--- src/rtl/bma_pkg.sv ---
`timescale 1ns / 1ps
// ----------------------------------------------------------------------------
// bma_pkg: shared types and codes of the BCD mantissa ALU
// Holds the operation codes and the control bundle that travels along the
// row of digit cells.
// ----------------------------------------------------------------------------
package bma_pkg;

	localparam logic [2:0] OP_ADD = 3'd0;
	localparam logic [2:0] OP_SUB = 3'd1;
	localparam logic [2:0] OP_INC = 3'd2;
	localparam logic [2:0] OP_DEC = 3'd3;
	localparam logic [2:0] OP_SHL = 3'd4;
	localparam logic [2:0] OP_SHR = 3'd5;
	localparam logic [2:0] OP_CMP = 3'd6;

	localparam logic signed [1:0] ORD_LT = 2'sb11;
	localparam logic signed [1:0] ORD_EQ = 2'sb00;
	localparam logic signed [1:0] ORD_GT = 2'sb01;

	// Control that moves from one digit cell to the next with each beat.
	typedef struct packed {
		logic              valid;
		logic [2:0]        op;
		logic              flag;   // carry, borrow or sticky so far
		logic signed [1:0] ord;    // compare of the digits seen so far
		logic              nz;     // some digit of a seen so far is nonzero
	} bma_ctl_t;

endpackage

--- src/rtl/bcd_mantissa_alu_top.sv ---
`timescale 1ns / 1ps
// ----------------------------------------------------------------------------
// bcd_mantissa_alu_top: packed BCD mantissa add, subtract, step, shift, compare
// Row of digit cells, one per BCD digit, forming a pipelined decimal chain.
// ----------------------------------------------------------------------------
// The unit takes one beat per clock cycle unless the output side stalls, and
// returns one beat per input beat, in order. Each beat travels through a row
// of DIGITS cells, one cell for each BCD digit starting from the least
// significant one, and is registered in each cell. The carry, borrow, compare
// and zero chains each move one digit per cycle inside this row while it
// advances. The whole row advances whenever the output register is empty or
// being taken, so s_tready follows m_tready directly and a full pipeline keeps
// flowing while the output side takes one beat per cycle.
//
// Input beat: s_tuser holds req_type (0 add, 1 subtract, 2 increment,
// 3 decrement, 4 shift left one digit, 5 shift right one digit, 6 or 7
// compare only). s_tdata holds operand_a, operand_b and borrow_in.
// Output beat: m_tdata holds digits_out, flag_out, order (signed, -1 less,
// 0 equal, +1 greater) and a_is_zero. Operands are taken as valid BCD.
module bcd_mantissa_alu_top import bma_pkg::*; #(
	parameter int DIGITS = 14
) (
	input  logic clk,
	input  logic arst_n,
	input  logic s_tvalid,
	output logic s_tready,
	// [W-1:0] operand_a, [2W-1:W] operand_b, [2W] borrow_in, zero fill
	input  logic [((2*DIGITS*4+1+7)/8)*8-1:0] s_tdata,
	// [2:0] req_type
	input  logic [2:0] s_tuser,
	output logic m_tvalid,
	input  logic m_tready,
	// [W-1:0] digits_out, [W] flag_out, [W+2:W+1] order, [W+3] a_is_zero,
	// zero fill
	output logic [((DIGITS*4+4+7)/8)*8-1:0] m_tdata
);

	localparam int W     = DIGITS * 4;
	localparam int OUT_W = ((W + 4 + 7) / 8) * 8;

	bma_ctl_t         ctl_w [DIGITS+1];
	logic [W-1:0]     a_w   [DIGITS+1];
	logic [W-1:0]     b_w   [DIGITS+1];
	logic [W-1:0]     r_w   [DIGITS+1];
	logic             adv;
	logic             flag0;

	// The row moves as a whole; the last cell is the output register.
	assign adv      = !ctl_w[DIGITS].valid || m_tready;
	assign s_tready = adv;

	// Initial carry or borrow entering the lowest digit.
	always_comb begin
		case (s_tuser)
			OP_SUB:         flag0 = s_tdata[2*W];
			OP_INC, OP_DEC: flag0 = 1'b1;
			default:        flag0 = 1'b0;
		endcase
	end

	always_comb begin
		ctl_w[0].valid = s_tvalid;
		ctl_w[0].op    = s_tuser;
		ctl_w[0].flag  = flag0;
		ctl_w[0].ord   = ORD_EQ;
		ctl_w[0].nz    = 1'b0;
	end

	assign a_w[0] = s_tdata[W-1:0];
	assign b_w[0] = s_tdata[2*W-1:W];
	assign r_w[0] = s_tdata[W-1:0];

	generate
		for (genvar k = 0; k < DIGITS; k++) begin : g_cell
			bma_cell #(
				.DIGITS(DIGITS),
				.POS   (k)
			) u_cell (
				.clk    (clk),
				.arst_n (arst_n),
				.en     (adv),
				.ctl_in (ctl_w[k]),
				.a_in   (a_w[k]),
				.b_in   (b_w[k]),
				.r_in   (r_w[k]),
				.ctl_out(ctl_w[k+1]),
				.a_out  (a_w[k+1]),
				.b_out  (b_w[k+1]),
				.r_out  (r_w[k+1])
			);
		end
	endgenerate

	assign m_tvalid = ctl_w[DIGITS].valid;
	assign m_tdata  = OUT_W'({!ctl_w[DIGITS].nz, ctl_w[DIGITS].ord,
		ctl_w[DIGITS].flag, r_w[DIGITS]});

endmodule

--- src/rtl/bma_cell.sv ---
`timescale 1ns / 1ps
// ----------------------------------------------------------------------------
// bma_cell: one digit position of the BCD mantissa ALU
// Works on digit POS of the operands, folds it into the carry, compare and
// zero chains, and registers everything for the next cell.
// ----------------------------------------------------------------------------
module bma_cell import bma_pkg::*; #(
	parameter int DIGITS = 14,
	parameter int POS    = 0
) (
	input  logic                  clk,
	input  logic                  arst_n,
	input  logic                  en,
	input  bma_ctl_t              ctl_in,
	input  logic [DIGITS*4-1:0]   a_in,
	input  logic [DIGITS*4-1:0]   b_in,
	input  logic [DIGITS*4-1:0]   r_in,
	output bma_ctl_t              ctl_out,
	output logic [DIGITS*4-1:0]   a_out,
	output logic [DIGITS*4-1:0]   b_out,
	output logic [DIGITS*4-1:0]   r_out
);

	logic [3:0] ai, bi, bx, alo, ahi, dig;
	logic [4:0] sum5, sum_adj;
	logic [5:0] diff6;
	logic       fl;
	logic signed [1:0] ord_n;
	logic [DIGITS*4-1:0] r_n;
	logic       ctl_valid_q;
	bma_ctl_t   ctl_pay_q;

	assign ai = a_in[POS*4 +: 4];
	assign bi = b_in[POS*4 +: 4];

	generate
		if (POS > 0) begin : g_lo
			assign alo = a_in[(POS-1)*4 +: 4];
		end else begin : g_lo0
			assign alo = 4'd0;
		end
		if (POS < DIGITS-1) begin : g_hi
			assign ahi = a_in[(POS+1)*4 +: 4];
		end else begin : g_hi0
			assign ahi = 4'd0;
		end
	endgenerate

	always_comb begin
		bx      = (ctl_in.op == OP_INC || ctl_in.op == OP_DEC) ? 4'd0 : bi;
		sum5    = {1'b0, ai} + {1'b0, bx} + {4'd0, ctl_in.flag};
		sum_adj = sum5 - 5'd10;
		diff6   = {2'b00, ai} - {2'b00, bx} - {5'd0, ctl_in.flag};
		case (ctl_in.op)
			OP_ADD, OP_INC: begin
				fl  = (sum5 >= 5'd10);
				dig = fl ? sum_adj[3:0] : sum5[3:0];
			end
			OP_SUB, OP_DEC: begin
				fl  = diff6[5];
				dig = fl ? (diff6[3:0] + 4'd10) : diff6[3:0];
			end
			OP_SHL: begin
				fl  = 1'b0;
				dig = alo;
			end
			OP_SHR: begin
				// The digit falling off sits in the lowest cell.
				fl  = (POS == 0) ? (ai != 4'd0) : ctl_in.flag;
				dig = ahi;
			end
			default: begin
				fl  = 1'b0;
				dig = ai;
			end
		endcase

		// Digits arrive least significant first, so a higher digit that
		// differs overrides whatever the lower ones decided.
		if (ai > bi)      ord_n = ORD_GT;
		else if (ai < bi) ord_n = ORD_LT;
		else              ord_n = ctl_in.ord;

		r_n = r_in;
		r_n[POS*4 +: 4] = dig;
	end

	always_ff @(posedge clk or negedge arst_n) begin
		if (!arst_n) begin
			ctl_valid_q <= 1'b0;
		end else if (en) begin
			ctl_valid_q <= ctl_in.valid;
		end
	end

	always_ff @(posedge clk) begin
		if (en) begin
			ctl_pay_q.valid <= ctl_in.valid;
			ctl_pay_q.op    <= ctl_in.op;
			ctl_pay_q.flag  <= fl;
			ctl_pay_q.ord   <= ord_n;
			ctl_pay_q.nz    <= ctl_in.nz | (ai != 4'd0);
			a_out           <= a_in;
			b_out           <= b_in;
			r_out           <= r_n;
		end
	end

	always_comb begin
		ctl_out       = ctl_pay_q;
		ctl_out.valid = ctl_valid_q;
	end

endmodule

--- config.mk ---
export PLATFORM = sky130hd
export DESIGN_NAME = bcd_mantissa_alu_top
export DESIGN_NICKNAME = d
export VERILOG_FILES = /design/src/rtl/bma_pkg.sv /design/src/rtl/bcd_mantissa_alu_top.sv /design/src/rtl/bma_cell.sv
export SDC_FILE = /design/constraint.sdc
export NUM_CORES = 1
export LEC_CHECK = 0
export ABC_AREA = 0
export BUFFER_PORTS_ARGS = -buffer_cell sky130_fd_sc_hd__buf_2
export CORE_MARGIN = 5
export CORE_UTILIZATION = 38
export CTS_CLUSTER_DIAMETER = 80
export DETAILED_ROUTE_END_ITERATION = 6
export GPL_ROUTABILITY_DRIVEN = 0
export MAX_ROUTING_LAYER = met4
export PLACE_DENSITY_LB_ADDON = 0.12
export SETUP_SLACK_MARGIN = 0.4
export SYNTH_ARGS = -nofsm -noshare
export SYNTH_HDL_FRONTEND = slang
export SYNTH_SLANG_ARGS = --single-unit
--- constraint.sdc ---
create_clock -name clk -period 46.3 [get_ports clk]
set_clock_uncertainty 0.15 [all_clocks]
set_input_delay 6.945 -clock clk [delete_from_list [all_inputs] [get_ports clk]]
set_output_delay 6.945 -clock clk [all_outputs]
set_load 0.1 [all_outputs]
* Word-level counts from Yosys, hierarchy flattened
Index checks and enable logic that the tools add are counted.
** Storage, ports and cells
- Register bits :: 1985
- Input bits :: 127
- Output and inout bits :: 66
** Cells by class
- Equality and inequality tests :: 70
- Muxes and demuxes :: 85
- Add/subtract/negate cells :: 84
- Reductions and logical operators :: 87
- Bitwise gates (word level) :: 13
- $lt $le $gt $ge :: 42
** Operators by type and width (number)
- $pmux W4 S4 :: 14
- $mux W4 :: 42
- $eq A3 B2 Y1 const B :: 28
- $eq A3 B3 Y1 const B :: 28
- $reduce_or A2 Y1 :: 42
- $sub A6 B1 Y6 :: 14
- $add A4 B4 Y5 :: 14
- $add A5 B1 Y5 :: 14
- $ge A5 B4 Y1 const B :: 14
- $sub A4 B4 Y5 :: 14
- $add A4 B4 Y4 const B :: 14
- $gt A4 B4 Y1 :: 14
- $lt A4 B4 Y1 :: 14
- $reduce_bool A4 Y1 :: 14
- $sub A4 B4 Y4 const B :: 14
- $eq A3 B1 Y1 const B :: 14
- $logic_not A3 Y1 :: 14
- $pmux W1 S3 :: 14
- $mux W2 :: 14
- $logic_or A1 B1 Y1 :: 15
- $or A1 B1 Y1 :: 13
- $logic_not A1 Y1 :: 2
- $pmux W1 S2 :: 1

* Longest topological paths before layout
- Depth after elaboration :: 8
- Gate-level depth with buffers :: 16
- Depth with buffers taken out :: 15

* Cells and area by module
A second synthesis with hierarchy kept.
** Second synthesis, totals
- Cells, all modules :: 4306
- Area, all modules :: 87351.3 µm²
** Modules (own cells, without submodules)
- bma_cell (g_cell[4].u_cell ...) :: area each 6253.5 µm², cells an instance 306, instances 4
- bma_cell (g_cell[10].u_cell ...) :: area each 6178.4 µm², cells an instance 300, instances 4
- bma_cell (g_cell[9].u_cell) :: area each 6333.6 µm², cells an instance 325, instances 1
- bma_cell (g_cell[7].u_cell) :: area each 6297.3 µm², cells an instance 308, instances 1
- bma_cell (g_cell[13].u_cell) :: area each 6278.5 µm², cells an instance 318, instances 1
- bma_cell (g_cell[0].u_cell) :: area each 6237.2 µm², cells an instance 312, instances 1
- bma_cell (g_cell[3].u_cell) :: area each 6213.5 µm², cells an instance 305, instances 1
- bma_cell (g_cell[12].u_cell) :: area each 6211.0 µm², cells an instance 305, instances 1
- bcd_mantissa_alu_top :: area each 52.6 µm², cells an instance 9, instances 1

* Worst setup path after synthesis
OpenSTA, ideal clock, no wires.
- Kind :: input-to-output
- Start point :: in m_tready
- End point :: out s_tready
- Stages :: 4
- Slack :: 6.444 ns
- Data arrival time :: 32.761 ns
- Required time :: 39.205 ns
- Path through :: nor2b_1 clkbuf_1 clkbuf_1 inv_1
** On the way
- Cells in the longest elaborated chain, start to end :: 1
** Ends and longest elaborated chain
- start, declared :: RTL line bcd_mantissa_alu_top.sv:32 : input logic m_tready,
- $logic_or A1 B1 Y1 :: RTL line bcd_mantissa_alu_top.sv:49 : assign adv = !ctl_w[DIGITS].valid || m_tready;
- end, declared :: RTL line bcd_mantissa_alu_top.sv:26 : output logic s_tready,
Every way passes these cells.

* Worst setup path in the final report
Ends and elaborated chain as after synthesis.

==> results.toml <==
[setup_path]
crit_path_end_kind = "output port"
worst-path-max-fanout = 49
reg2reg_to = "g_cell[0].u_cell.ctl_out[5]$_DFFE_PP_"
crit_type = "in2out"
cp-start-kind = "input pin"
worstRegToRegCells = 8
cp.arrival_ns = 8.17
timing.reg2reg.setup_slack_ns = 41.03
reg2reg_from = "g_cell[13].u_cell.ctl_valid_q$_DFFE_PN0P_"
cp_top_family = "buffers and inverters"
slowest_delay_ns = 0.52
crit_required_ns = 39.20
slowest_stage = "buf_2"
crit_chain = "buf_2 > nor2b_1 > buf_4 > inv_8 > buf_2"
cpMostUsedCell = "buf_2"
cp_num_buf_inv = 4

[floorplan]
initial_core_util_pct = 38.4
die_h_um = 378
dieWidth_um = 378
rows = 134
io_pins = 193
fp.coreArea_um2 = 134000
die_area_um2 = 143000

[cts]
path_clk_slew_ns = 0.06
post_cts_buffers = 0
cts_tree = "built"
cts-hold-fix-buffers = 0
cts_made_buffers = 147
insertion_delay_ns = 0.76
postCtsResizedCells = 0
cts_max_level = 4
clock-root-buffer = "clkbuf_16"
cts_sinks = 1309
clk_path_buf_depth = 3

[detailed_routing]
drt_pass1_iterations = 5
wl_per_cell_um = 16.4
finalWirelength_mm = 84.6
drc_errors = 0
drtIter0Drc = 1437
drtAntennaViolNets = 0
vias_per_cell = 4.69
vias = 24200

[finish]
area_growth_pct = 14.9
fin_area_um2 = 59000
drive_gt1_share_pct = 14.3
fillers = 11700
final_nets = 3667

[sta]
tns_ns = 0
slew_headroom_pct = 30.9
final_hold_viol_count = 0
finalMaxSlewViolations = 0
worst_pin_slew_ns = 1.04
finalSetupViolCount = 0
clock.fmax_mhz = 65.5
min_period_ns = 15.26
worst_slack_ns = 31.04
rsz0062_at_grt = "false"
fin_crit_sh_pct = 33.0

[hold_path]
hp-start = "g_cell[2].u_cell.r_out[1]$_DFFE_PP_"
hold_depth = 0
hold_path.class = "reg2reg"
hold_end = "g_cell[3].u_cell.r_out[1]$_DFFE_PP_"

[place]
dpl_worst_slack_ns = 31.01
hpwl_mm = 55.0
io_buffers = 181
postPlaceCellArea_um2 = 54400

[pwr]
pwr_density_cell_nw_per_um2 = 80.7
p_leak_nw = 22.2
ir_worst_vdd_mv = 0.0357

[yosys]
synth.most_common_cell = "edfxtp_1"
synth-edff-count = 1295
synth_warnings = 0
ys_top_cells_by_count = "edfxtp_1 (1295), inv_1 (260), ha_1 (225)"
synth_area_leaders = "edfxtp_1 (76%), ha_1 (5.5%), inv_1 (1.9%)"
ys_types = 81
ys.flop_type = "edfxtp_1"
ys_async_sr_fraction_pct = 1.07
synth_area_um2 = 51300
yosysSeqAreaShare_pct = 76.4
synth_cells = 2985
synth_top_area_share_pct = 75.7
avgSynthCellArea_um2 = 17.2
synth_top_area_cell = "edfxtp_1"
ys_seq_elements = 1309

[run]
cap_viol_max_count = 0

[global_routing]
grt_pass1_vias = 25000
antenna_found_initial = 2
grt_pass1_wl_mm = 137
grt_remaining_overflow = 0
grtUsageTotal_pct = 12.4
grt_max_degree = 199

[outcome]
status = "finished, final reports clean"
## layout by cell type, fill, tap and decap left out, types with 23 or more instances in the layout
cell type | netlist | final
nor2_1 | 100 | 100
ha_1 | 225 | 225
edfxtp_1 | 1295 | 1295
clkinv_2 | 0 | 26
mux2_2 | 44 | 44
xnor2_1 | 74 | 74
a21oi_1 | 84 | 84
nand2_1 | 146 | 146
clkinv_1 | 0 | 29
inv_1 | 260 | 259
mux2i_1 | 96 | 96
clkbuf_16 | 0 | 147
nand3_1 | 27 | 27
fa_1 | 42 | 42
nor3_1 | 35 | 35
clkbuf_1 | 40 | 26
o21bai_1 | 23 | 23
and2_1 | 24 | 24
nor2b_1 | 44 | 44
o21ai_0 | 97 | 97
buf_2 | 11 | 181
nand2b_1 | 46 | 46
## state kept, by name, indices dropped and copies added (netlist names)
register and count:
g_cell.u_cell.r_out 420, g_cell.u_cell.a_out 416, g_cell.u_cell.b_out 364, g_cell.u_cell.ctl_out 95, g_cell.u_cell.ctl_valid_q 14
## cells by family after synthesis
kind of cell             count (synthesis)  synth area share, %
other                                    1              0.00730
multiplexers                           144                 2.92
XOR/XNOR                                89                 1.56
buffers and inverters                  322                 2.45
AND/OR/NAND/NOR                        489                 4.69
flip-flops                            1309                 76.4
adder cells (fa/ha/maj)                267                 7.12
AO/OA/AOI/OAI                          364                 4.82
## how the worst max path moves through the flow
stage | to | from | cells past startpoint | slack, ns
finish | s_tready | m_tready | 5 | 31.04
global placement | s_tready | m_tready | 5 | 31.02
CTS | s_tready | m_tready | 5 | 31.01
global route | s_tready | m_tready | 5 | 30.96
floorplan | s_tready | m_tready | 4 | 6.44
detailed placement | s_tready | m_tready | 5 | 31.01
## layer usage
metal / track usage (%) / up-vias / share of wire, %
li1: - / 11700 / -
met1: 17.2 / 11800 / 48
met2: 17.8 / 522 / 44
met3: 2.93 / 178 / 4.6
met4: 4.53 / 0 / 2.7
met5: - / - / 0
## per-stage QoR
step | hold slack, ns | cells | util (%) | total power, W
after floorplan | 0.250 | 2988 | - | 0.00361
after global placement | 0.250 | 4892 | 40.6 | 0.00363
after detailed placement | 0.255 | 4892 | 40.6 | 0.00370
after CTS | 0.247 | 5150 | 44.1 | 0.00483
after global routing | 0.263 | 5152 | 44.1 | 0.00509
final | 0.254 | 5153 | 44.1 | 0.00476
## area by class of cell
cell class              count  area, um^2  area share, %
clock inverters            85         876           1.48
flip-flops and latches   1309       39200           66.5
diodes                      3        7.51         0.0127
well taps                1768        2210           3.75
multi-input cells        1357       10900           18.4
clock buffers             173        3780           6.40
repair buffers            198        1060           1.79
inverters                 260         983           1.67
## power by group
group,switching (W),total (W),internal (W)
sequential,0.000215,0.00215,0.00193
combinational,0.000944,0.00152,0.000574
clock,0.000464,0.00109,0.000631
total,0.00162,0.00476,0.00314
No activity file was read; power rests on OpenSTA's default activity.
